## config.mk

```make
export PLATFORM = sky130hd
export DESIGN_NAME = http_response_status_splitter_flat
export DESIGN_NICKNAME = d
export VERILOG_FILES = /design/src/design/hrss_pkg.sv /design/src/design/hrss_byte_if.sv /design/src/design/hrss_result_if.sv /design/src/design/http_response_status_splitter.sv /design/src/design/hrss_status_parser.sv /design/src/flat_wrapper.sv
export SDC_FILE = /design/constraint.sdc
export NUM_CORES = 1
export LEC_CHECK = 0
export BUFFER_PORTS_ARGS = -buffer_cell sky130_fd_sc_hd__buf_4
export CORE_MARGIN = 1
export CORE_UTILIZATION = 30
export CTS_CLUSTER_DIAMETER = 80
export CTS_CLUSTER_SIZE = 14
export DETAILED_ROUTE_END_ITERATION = 10
export GPL_TIMING_DRIVEN = 0
export HOLD_SLACK_MARGIN = 0.08
export PLACE_DENSITY = 0.53
export SLEW_MARGIN = 30
export SYNTH_ARGS = -nofsm -noshare
export SYNTH_HDL_FRONTEND = slang
export SYNTH_HIERARCHICAL = 1
export SYNTH_SLANG_ARGS = --single-unit
```

## constraint.sdc

```tcl
create_clock -name clk_i -period 8.5 [get_ports clk_i]
set_input_delay 1.275 -clock clk_i [delete_from_list [all_inputs] [get_ports clk_i]]
set_output_delay 1.275 -clock clk_i [all_outputs]
set_load 0.02 [all_outputs]
```

## src/design/hrss_pkg.sv

```systemverilog
// Package for the HTTP response status splitter.
// Holds the character constants, the byte classifiers and the parser step type.
// No dependencies.
package hrss_pkg;

  localparam int unsigned LENGTH_BITS_DEFAULT = 32;

  localparam logic [7:0] CHAR_CR    = 8'h0d;
  localparam logic [7:0] CHAR_LF    = 8'h0a;
  localparam logic [7:0] CHAR_DOT   = 8'h2e;
  localparam logic [7:0] CHAR_SPACE = 8'h20;
  localparam logic [7:0] CHAR_PLUS  = 8'h2b;
  localparam logic [7:0] CHAR_MINUS = 8'h2d;
  localparam logic [7:0] CHAR_ZERO  = 8'h30;
  localparam logic [7:0] CHAR_NINE  = 8'h39;

  localparam int unsigned PREFIX_LEN = 5;
  // "HTTP/"
  localparam logic [7:0] PREFIX_TEXT [PREFIX_LEN] = '{8'h48, 8'h54, 8'h54, 8'h50, 8'h2f};

  localparam logic [31:0] CODE_MAX = 32'h7fff_ffff;

  // One byte handed to the status line parser
  typedef struct packed {
    logic       en;          // a byte is consumed this cycle
    logic       last;        // final byte of the response
    logic [7:0] data;
    logic       in_prefix;   // byte position still inside the prefix
    logic [2:0] prefix_idx;  // byte position, valid while in_prefix
  } parse_step_t;

  function automatic logic is_digit(input logic [7:0] c);
    is_digit = (c >= CHAR_ZERO) && (c <= CHAR_NINE);
  endfunction

  // space, TAB, LF, VT, FF, CR
  function automatic logic is_space(input logic [7:0] c);
    is_space = (c == CHAR_SPACE) || ((c >= 8'h09) && (c <= CHAR_CR));
  endfunction

endpackage

```

## src/design/hrss_byte_if.sv

```systemverilog
// Byte stream channel of the HTTP response status splitter.
// Depends on nothing.
interface hrss_byte_if;
  logic       valid;
  logic       ready;
  logic [7:0] data_byte;
  logic       last;

  modport source (output valid, output data_byte, output last, input ready);
  modport sink   (input valid, input data_byte, input last, output ready);
endinterface

```

## src/design/hrss_result_if.sv

```systemverilog
// Result channel of the HTTP response status splitter.
// Depends on nothing.
interface hrss_result_if;
  logic               valid;
  logic               ready;
  logic signed [31:0] status;
  logic               has_terminator;
  logic [31:0]        header_length;
  logic [31:0]        body_length;

  modport source (output valid, output status, output has_terminator,
                  output header_length, output body_length, input ready);
  modport sink   (input valid, input status, input has_terminator,
                  input header_length, input body_length, output ready);
endinterface

```

## src/design/http_response_status_splitter.sv

```systemverilog
// Top level of the HTTP response status splitter: input stage, terminator
// search, length counters and result register. Depends on hrss_pkg,
// hrss_byte_if, hrss_result_if and hrss_status_parser.
//
//   channel   | direction | payload                                   | transfer
//   byte_i    | in        | data_byte, last                           | per byte
//   result_o  | out       | status, has_terminator, header/body length | per response
//
// One byte per cycle while result_o is not held; a byte waits in the input register
// and is folded into the parse state as it leaves, together with the result register.
// The result register is loaded as the input stage's last byte is consumed.
// Reset is asynchronous and active low and clears all parse state.
// A result that is not taken stalls the input stage and the parse state,
// so byte_i.ready drops only while result_o is held.
module http_response_status_splitter #(
  parameter int unsigned LENGTH_BITS = hrss_pkg::LENGTH_BITS_DEFAULT
) (
  input  logic clk_i,
  input  logic rst_ni,
  hrss_byte_if.sink     byte_i,
  hrss_result_if.source result_o
);

  localparam int unsigned LB = LENGTH_BITS;

  // Input stage
  logic       s1_valid_q;
  logic [7:0] s1_data_q;
  logic       s1_last_q;
  logic       advance;
  logic       step;

  // Result register
  logic               res_valid_q;
  logic signed [31:0] res_status_q;
  logic               res_term_q;
  logic [31:0]        res_hdr_q;
  logic [31:0]        res_body_q;

  // Scan state
  logic [LB-1:0] pos_q;
  logic [LB-1:0] pos_inc;
  logic [1:0]    crlf_q, crlf_d;
  logic          found_q, found_d;
  logic [LB-1:0] hdr_q, hdr_d;

  logic [LB+1:0]      body_diff;
  logic [LB-1:0]      body_bytes;
  logic [LB+31:0]     hdr_ext;
  logic [LB+31:0]     body_ext;
  logic signed [31:0] status;

  hrss_pkg::parse_step_t pstep;

  assign advance = !(res_valid_q && !result_o.ready);
  assign step    = s1_valid_q && advance;
  assign byte_i.ready = advance;

  // Input register
  always_ff @(posedge clk_i or negedge rst_ni) begin
    if (!rst_ni) begin
      s1_valid_q <= 1'b0;
    end else if (advance) begin
      s1_valid_q <= byte_i.valid;
    end
  end

  always_ff @(posedge clk_i) begin
    if (advance && byte_i.valid) begin
      s1_data_q <= byte_i.data_byte;
      s1_last_q <= byte_i.last;
    end
  end

  // Status line parser
  assign pstep.en         = step;
  assign pstep.last       = s1_last_q;
  assign pstep.data       = s1_data_q;
  assign pstep.in_prefix  = (pos_q < LB'(hrss_pkg::PREFIX_LEN));
  assign pstep.prefix_idx = pos_q[2:0];

  hrss_status_parser u_parser (
    .clk_i    (clk_i),
    .rst_ni   (rst_ni),
    .step_i   (pstep),
    .status_o (status)
  );

  // Saturating byte position
  assign pos_inc = (pos_q != '1) ? pos_q + LB'(1) : pos_q;

  // First CR LF CR LF search
  always_comb begin
    crlf_d  = crlf_q;
    found_d = found_q;
    hdr_d   = hdr_q;
    if (!found_q) begin
      priority if ((crlf_q == 2'd3) && (s1_data_q == hrss_pkg::CHAR_LF)) begin
        found_d = 1'b1;
        hdr_d   = (pos_q >= LB'(3)) ? pos_q - LB'(3) : '0;
        crlf_d  = 2'd0;
      end else if (s1_data_q == hrss_pkg::CHAR_CR) begin
        crlf_d = (crlf_q == 2'd2) ? 2'd3 : 2'd1;
      end else if ((s1_data_q == hrss_pkg::CHAR_LF) && (crlf_q == 2'd1)) begin
        crlf_d = 2'd2;
      end else begin
        crlf_d = 2'd0;
      end
    end
  end

  // Body length: total - header_end - 4, floored at zero
  assign body_diff  = {2'b00, pos_inc} - {2'b00, hdr_d} - (LB+2)'(4);
  assign body_bytes = body_diff[LB+1] ? '0 : body_diff[LB-1:0];
  assign hdr_ext    = {32'd0, hdr_d};
  assign body_ext   = {32'd0, body_bytes};

  always_ff @(posedge clk_i or negedge rst_ni) begin
    if (!rst_ni) begin
      pos_q   <= '0;
      crlf_q  <= 2'd0;
      found_q <= 1'b0;
      hdr_q   <= '0;
    end else if (step) begin
      if (s1_last_q) begin
        pos_q   <= '0;
        crlf_q  <= 2'd0;
        found_q <= 1'b0;
        hdr_q   <= '0;
      end else begin
        pos_q   <= pos_inc;
        crlf_q  <= crlf_d;
        found_q <= found_d;
        hdr_q   <= hdr_d;
      end
    end
  end

  // Result register
  always_ff @(posedge clk_i or negedge rst_ni) begin
    if (!rst_ni) begin
      res_valid_q <= 1'b0;
    end else if (advance) begin
      res_valid_q <= step && s1_last_q;
    end
  end

  always_ff @(posedge clk_i) begin
    if (step && s1_last_q) begin
      res_status_q <= status;
      res_term_q   <= found_d;
      res_hdr_q    <= found_d ? hdr_ext[31:0] : 32'd0;
      res_body_q   <= found_d ? body_ext[31:0] : 32'd0;
    end
  end

  assign result_o.valid          = res_valid_q;
  assign result_o.status         = res_status_q;
  assign result_o.has_terminator = res_term_q;
  assign result_o.header_length  = res_hdr_q;
  assign result_o.body_length    = res_body_q;

  // Checks
  a_no_term_zero_len: assert property (@(posedge clk_i) disable iff (!rst_ni)
    (res_valid_q && !res_term_q) |-> (res_hdr_q == 32'd0) && (res_body_q == 32'd0))
    else $error("lengths set without a terminator");

  a_status_range: assert property (@(posedge clk_i) disable iff (!rst_ni)
    res_valid_q |-> (!res_status_q[31] || (res_status_q == '1)))
    else $error("status below -1");

  a_clear_after_last: assert property (@(posedge clk_i) disable iff (!rst_ni)
    (step && s1_last_q) |=> (pos_q == '0) && !found_q && (crlf_q == 2'd0))
    else $error("scan state not cleared after final byte");

  a_found_no_match: assert property (@(posedge clk_i) disable iff (!rst_ni)
    found_q |-> (crlf_q == 2'd0))
    else $error("match count moving after terminator");

endmodule

```

## src/design/hrss_status_parser.sv

```systemverilog
// Status line parser: checks "HTTP/maj.min " and reads the code strtol style.
// Depends on hrss_pkg.
module hrss_status_parser (
  input  logic                 clk_i,
  input  logic                 rst_ni,
  input  hrss_pkg::parse_step_t step_i,
  output logic signed [31:0]   status_o
);

  localparam logic [3:0] PH_PREFIX      = 4'd0;
  localparam logic [3:0] PH_MAJOR_FIRST = 4'd1;
  localparam logic [3:0] PH_MAJOR       = 4'd2;
  localparam logic [3:0] PH_MINOR_FIRST = 4'd3;
  localparam logic [3:0] PH_MINOR       = 4'd4;
  localparam logic [3:0] PH_SPACE_SKIP  = 4'd5;
  localparam logic [3:0] PH_NEED_DIGIT  = 4'd6;
  localparam logic [3:0] PH_DIGITS      = 4'd7;
  localparam logic [3:0] PH_DONE        = 4'd8;
  localparam logic [3:0] PH_BAD         = 4'd9;

  logic [3:0]  phase_q, phase_d;
  logic [31:0] acc_q, acc_d;
  logic        neg_q, neg_d;
  logic        ovf_q, ovf_d;
  logic        seen_q, seen_d;

  logic [7:0]  c;
  logic        c_digit;
  logic [34:0] acc_x10;
  logic        add_ovf;
  logic [31:0] acc_add;

  assign c       = step_i.data;
  assign c_digit = hrss_pkg::is_digit(c);

  // acc * 10 + digit, overflow when above the code maximum
  assign acc_x10 = {acc_q, 3'b000} + {2'b00, acc_q, 1'b0} + {31'd0, c[3:0]};
  assign add_ovf = ovf_q || (acc_x10 > {3'b000, hrss_pkg::CODE_MAX});
  assign acc_add = add_ovf ? hrss_pkg::CODE_MAX : acc_x10[31:0];

  // Phase and accumulator update
  always_comb begin
    phase_d = phase_q;
    acc_d   = acc_q;
    neg_d   = neg_q;
    ovf_d   = ovf_q;
    seen_d  = seen_q;
    unique case (phase_q)
      PH_PREFIX: begin
        if (step_i.in_prefix && (c == hrss_pkg::PREFIX_TEXT[step_i.prefix_idx])) begin
          phase_d = (step_i.prefix_idx == 3'(hrss_pkg::PREFIX_LEN - 1)) ?
                    PH_MAJOR_FIRST : PH_PREFIX;
        end else begin
          phase_d = PH_BAD;
        end
      end
      PH_MAJOR_FIRST: phase_d = c_digit ? PH_MAJOR : PH_BAD;
      PH_MAJOR: begin
        if (c == hrss_pkg::CHAR_DOT) phase_d = PH_MINOR_FIRST;
        else if (!c_digit)           phase_d = PH_BAD;
      end
      PH_MINOR_FIRST: phase_d = c_digit ? PH_MINOR : PH_BAD;
      PH_MINOR: begin
        if (c == hrss_pkg::CHAR_SPACE) phase_d = PH_SPACE_SKIP;
        else if (!c_digit)             phase_d = PH_BAD;
      end
      PH_SPACE_SKIP: begin
        if (hrss_pkg::is_space(c)) begin
          phase_d = PH_SPACE_SKIP;
        end else if ((c == hrss_pkg::CHAR_PLUS) || (c == hrss_pkg::CHAR_MINUS)) begin
          neg_d   = (c == hrss_pkg::CHAR_MINUS);
          phase_d = PH_NEED_DIGIT;
        end else if (c_digit) begin
          seen_d  = 1'b1;
          ovf_d   = add_ovf;
          acc_d   = acc_add;
          phase_d = PH_DIGITS;
        end else begin
          phase_d = PH_BAD;
        end
      end
      PH_NEED_DIGIT: begin
        if (c_digit) begin
          seen_d  = 1'b1;
          ovf_d   = add_ovf;
          acc_d   = acc_add;
          phase_d = PH_DIGITS;
        end else begin
          phase_d = PH_BAD;
        end
      end
      PH_DIGITS: begin
        if (c_digit) begin
          seen_d = 1'b1;
          ovf_d  = add_ovf;
          acc_d  = acc_add;
        end else begin
          phase_d = PH_DONE;
        end
      end
      default: phase_d = phase_q;
    endcase
  end

  // Status as seen after this byte
  always_comb begin
    if (seen_d && !ovf_d && ((phase_d == PH_DIGITS) || (phase_d == PH_DONE)) &&
        (!neg_d || (acc_d == '0))) begin
      status_o = signed'(acc_d);
    end else begin
      status_o = '1;
    end
  end

  // State registers, back to reset values after the final byte
  always_ff @(posedge clk_i or negedge rst_ni) begin
    if (!rst_ni) begin
      phase_q <= PH_PREFIX;
      acc_q   <= '0;
      neg_q   <= 1'b0;
      ovf_q   <= 1'b0;
      seen_q  <= 1'b0;
    end else if (step_i.en) begin
      if (step_i.last) begin
        phase_q <= PH_PREFIX;
        acc_q   <= '0;
        neg_q   <= 1'b0;
        ovf_q   <= 1'b0;
        seen_q  <= 1'b0;
      end else begin
        phase_q <= phase_d;
        acc_q   <= acc_d;
        neg_q   <= neg_d;
        ovf_q   <= ovf_d;
        seen_q  <= seen_d;
      end
    end
  end

endmodule

```

## src/flat_wrapper.sv

```systemverilog
// flat-port wrapper written by rule: the top's interface ports become plain ports
module http_response_status_splitter_flat 
#(
  parameter int unsigned LENGTH_BITS = hrss_pkg::LENGTH_BITS_DEFAULT
)
  (clk_i, rst_ni, byte_i_valid, byte_i_data_byte, byte_i_last, byte_i_ready, result_o_valid, result_o_status, result_o_has_terminator, result_o_header_length, result_o_body_length, result_o_ready);
  hrss_byte_if byte_i_i ();
  hrss_result_if result_o_i ();
  input  logic clk_i;
  input  logic rst_ni;
  input wire logic [$bits(byte_i_i.valid)-1:0] byte_i_valid;
  input wire logic [$bits(byte_i_i.data_byte)-1:0] byte_i_data_byte;
  input wire logic [$bits(byte_i_i.last)-1:0] byte_i_last;
  output wire logic [$bits(byte_i_i.ready)-1:0] byte_i_ready;
  output wire logic [$bits(result_o_i.valid)-1:0] result_o_valid;
  output wire logic [$bits(result_o_i.status)-1:0] result_o_status;
  output wire logic [$bits(result_o_i.has_terminator)-1:0] result_o_has_terminator;
  output wire logic [$bits(result_o_i.header_length)-1:0] result_o_header_length;
  output wire logic [$bits(result_o_i.body_length)-1:0] result_o_body_length;
  input wire logic [$bits(result_o_i.ready)-1:0] result_o_ready;
  assign byte_i_i.valid = byte_i_valid;
  assign byte_i_i.data_byte = byte_i_data_byte;
  assign byte_i_i.last = byte_i_last;
  assign byte_i_ready = byte_i_i.ready;
  assign result_o_valid = result_o_i.valid;
  assign result_o_status = result_o_i.status;
  assign result_o_has_terminator = result_o_i.has_terminator;
  assign result_o_header_length = result_o_i.header_length;
  assign result_o_body_length = result_o_i.body_length;
  assign result_o_i.ready = result_o_ready;
  http_response_status_splitter #(.LENGTH_BITS(LENGTH_BITS)) u_core (.clk_i(clk_i), .rst_ni(rst_ni), .byte_i(byte_i_i), .result_o(result_o_i));
endmodule
```

==> impl_metrics.py <==
metrics = {
    "outcome": {
        "status": "finished with violations",
        "violations": "DRC",
    },
    "layout": {
        "area_growth_pct": 16.3,
        "drive_above_1_share_pct": 12.7,
        "antenna_cells": 0,
        "design_area_sq_um": 18700,
        "fin_nets": 2059,
        "post-route-util_pct": 35.4,
    },
    "clock_tree": {
        "clkTransAtPathRegs_ns": 0.07,
        "numClockSinks": 214,
        "cts_max_level": 1,
        "cts_buffers": 25,
        "root_buffer": "clkbuf_16",
        "cts_setup_buffers": 0,
        "cts_hold_buf": 0,
        "clkLatencyLatePin_ns": 0.57,
        "cts_tree": "yes",
        "clock_path_buffers": 3,
    },
    "yosys": {
        "synthFlopType": "dfrtp_1",
        "synth-seq-area-share_pct": 36.6,
        "async_flop_share_pct": 50.5,
        "yosys_warnings": 6,
        "synth-xor-area-share_pct": 6.92,
        "syn_inst": 1806,
        "synth.distinct_cells": 106,
        "synth_compound_gate_area_share_pct": 23.6,
        "yosys.area_share.adder_pct": 7.98,
        "synth_fp_nets": 1918,
        "syn_area_sq_um": 16100,
        "synth.mux.area_fraction_pct": 0.514,
        "yosys.area_share.simple_pct": 20.1,
        "synth_edf_count": 106,
        "synth_area_per_cell_sq_um": 8.90,
        "yosys_register_bits": 214,
        "synth_top_family_by_area": "compound AO/OA/AOI/OAI gates",
    },
    "route": {
        "route.vias.total": 14933,
        "first_iter_violations": 1295,
        "ant_nets": 0,
        "dr.max_layer_used": "met4",
        "wl_met2_mm": 24.8,
        "vias_per_cell": 5.63,
        "drtPass1Iterations": 11,
        "drc": 16,
        "wl_mm": 55.3,
        "wl_met3_mm": 3.26,
        "post_drt_wl_per_cell_microns": 20.8,
        "wl_met1_mm": 25.6,
    },
    "die": {
        "ios": 112,
        "rows": 84,
        "die_h_microns": 233,
        "core_area_sq_um": 52800,
        "dieArea_sq_um": 54500,
        "initial_utilization_pct": 30.5,
        "die_w_microns": 233,
    },
    "sta": {
        "rsz0062_at_grt": "false",
        "skew_ns": 0.0160,
        "finalSetupTns_ns": 0,
        "hold_slack_ns": 0.484,
        "final_hold_viol_count": 0,
        "fin_crit_ns": 8.04,
        "drv_slew": 0,
        "slew_headroom_pct": 40.1,
        "worst_pin_slew_ns": 0.892,
        "max_freq_mhz": 124,
        "setup_viol": 0,
        "period_share_pct": 94.6,
    },
    "hold_path": {
        "min_path_cells": 2,
        "hp-start": "u_core/hdr_q[16]",
        "hold_path_class": "reg -> reg",
        "holdPathEnd": "u_core/hdr_q[16]",
    },
    "critical_path": {
        "cp-startpoint": "u_core/pos_q[9]",
        "cp_data_required_time_ns": 8.77,
        "critPathMaxFanout": 10,
        "reg2reg_depth": 25,
        "crit_arrival_ns": 8.31,
        "rrSetupSlack_ns": 0.46,
        "r2r-end": "u_core/result_o.body_length[2]",
        "critPathLaunchType": "flip-flop",
        "reg2reg_from": "u_core/pos_q[9]",
        "worstSetupPathType": "reg -> reg",
        "crit_path_end_kind": "flip-flop",
    },
    "placement": {
        "hpwl_mm": 42.3,
        "post_dp_cell_area_sq_um": 17900,
        "gp_congestion": 0.938,
        "io_buffer_count": 111,
    },
    "pwr": {
        "irDropWorstVdd_mv": 0.136,
        "p_total_mw": 3.21,
        "p_leak_nw": 7.71,
        "p_per_area_nw_per_um2": 172,
    },
    "global_route": {
        "overflow": 0,
        "grt_pass1_vias": 14014,
        "grt_pass1_wl_mm": 83.7,
        "grt_max_degree": 60,
        "antenna_found_initial": 0,
        "grt_usage_pct": 20.0,
    },
    "flow_run": {
        "drv_cap": 0,
    },
}
layout make-up:
cell class / count / area (sq um)
Buffer: 122 / 533
Clock buffer: 33 / 656
Clock inverter: 13 / 149
Fill cell: 5474 / 34100
Inverter: 43 / 166
Multi-Input combinational cell: 1427 / 9530
Sequential cell: 214 / 5890
Tap cell: 688 / 861
Timing Repair Buffer: 114 / 907
per-stage QoR:
step | setup WS (ns) | instances
global route | 0.0283 | 2654
floorplan | 2.33 | 1806
global placement | -0.0201 | 2605
finish | 0.459 | 2654
detailed placement | -0.0539 | 2608
CTS | 0.154 | 2654
power by group:
part	leakage, nW	internal [mW]	switching (mW)
Combinational	4.92	0.342	0.615
Sequential	2.41	1.12	0.0257
Clock	0.393	0.594	0.512
flip-flops by register name, indices dropped and copies added, names as in the netlist:
name and cells:
u_core/hdr_q 32, u_core/pos_q 32, u_core/result_o.body_length 32, u_core/result_o.header_length 32, u_core/result_o.status 32, u_core/u_parser/acc_q 32, u_core/s1_data_q 8, u_core/u_parser/phase_q 4
u_core/crlf_q 2, u_core/found_q 1, u_core/result_o.has_terminator 1, u_core/result_o.valid 1, u_core/s1_last_q 1, u_core/s1_valid_q 1, u_core/u_parser/neg_q 1, u_core/u_parser/ovf_q 1
u_core/u_parser/seen_q 1
cell families after synthesis:
group | Yosys count
flip-flops | 214
buffers and inverters | 165
XOR/XNOR | 127
AND/OR/NAND/NOR | 636
multiplexers | 8
adder cells (fa/ha/maj) | 101
AO/OA/AOI/OAI | 555
worst max-delay path by stage:
| stage | to | depth (start not counted) |
|---|---|---|
| after CTS | u_core/result_o.body_length[2] | 25 |
| after floorplan | u_core/result_o.body_length[9] | 24 |
| after global routing | u_core/result_o.body_length[2] | 25 |
| after global placement | u_core/result_o.body_length[2] | 25 |
| after detailed placement | u_core/result_o.body_length[0] | 25 |
| final | u_core/result_o.body_length[2] | 25 |
critical path: stages (launching register included):
cell and delay, ns:
dfrtp_1 0.38, buf_6 0.14, or4_4 0.56, or3_1 0.38, nor3_2 0.31, nand2_1 0.26
nor2_2 0.43, nor2_1 0.29, clkbuf_1 0.40, a22oi_2 0.39, ha_1 0.29, clkbuf_1 0.18
a21o_1 0.21, a21o_1 0.17, a21oi_1 0.16, o21ai_0 0.23, a311o_1 0.48, a221o_1 0.36
a21oi_1 0.26, nand2_1 0.10, xor2_1 0.21, nor3_1 0.30, nand4_1 0.31, o31ai_4 0.42
buf_2 0.33, a21oi_1 0.16
what timing repair did:
action,CTS,global route
cloned,0,0
pin swaps,0,0
setup endpoints to repair,5,31
gates resized for setup,1,4
cell usage in the layout, fill, tap and decap left out, types with 17 or more instances in the layout:
cell type / count
nor2_1: 172
nand2_1: 152
a21oi_1: 129
o21ai_0: 118
buf_4: 112
dfrtp_1: 108
edfxtp_1: 106
ha_1: 96
clkbuf_1: 88
xnor2_1: 71
nand3_1: 67
xor2_1: 56
nor3_1: 53
a21o_1: 44
inv_1: 42
nand4_1: 32
buf_2: 29
clkbuf_16: 25
o22ai_1: 24
o21a_1: 23
a31oi_1: 18
a22oi_1: 18
o31ai_1: 18
a22o_1: 18
nor4_1: 17
nand2b_1: 17
routing by layer:
layer,vias up,GRT usage (%)
met4,0,6.09
met5,-,0
met1,7329,28.2
li1,7026,-
met2,480,31.4
met3,98,2.88
synthesized netlist by cell type (all sizes together), types with 6 or more instances:
library cell / instances / area [sq um]
nor2: 173 / 649
nand2: 152 / 571
a21oi: 133 / 688
o21ai: 127 / 639
dfrtp: 108 / 2700
edfxtp: 106 / 3180
ha: 96 / 1200
clkbuf: 81 / 305
xnor2: 71 / 622
nand3: 67 / 335
nor3: 59 / 315
xor2: 56 / 490
a21o: 45 / 345
inv: 43 / 161
buf: 41 / 228
nand4: 33 / 213
o22ai: 24 / 150
nor4: 23 / 208
o21a: 23 / 173
a22oi: 19 / 143
a31oi: 19 / 134
o31ai: 19 / 148
a22o: 18 / 158
nand2b: 17 / 106
nor2b: 16 / 100
o211ai: 16 / 120
and4: 15 / 131
and2: 14 / 87.6
and3: 14 / 87.6
o21bai: 12 / 90.1
or3: 12 / 80.1
o2bb2ai: 11 / 96.3
or4: 11 / 93.8
a211oi: 9 / 72.6
a21boi: 8 / 71.3
a311oi: 8 / 93.8
a2111oi: 7 / 87.6
or2: 7 / 43.8
mux2i: 6 / 60.1
Note: power is estimated with default switching activity, not from simulation.
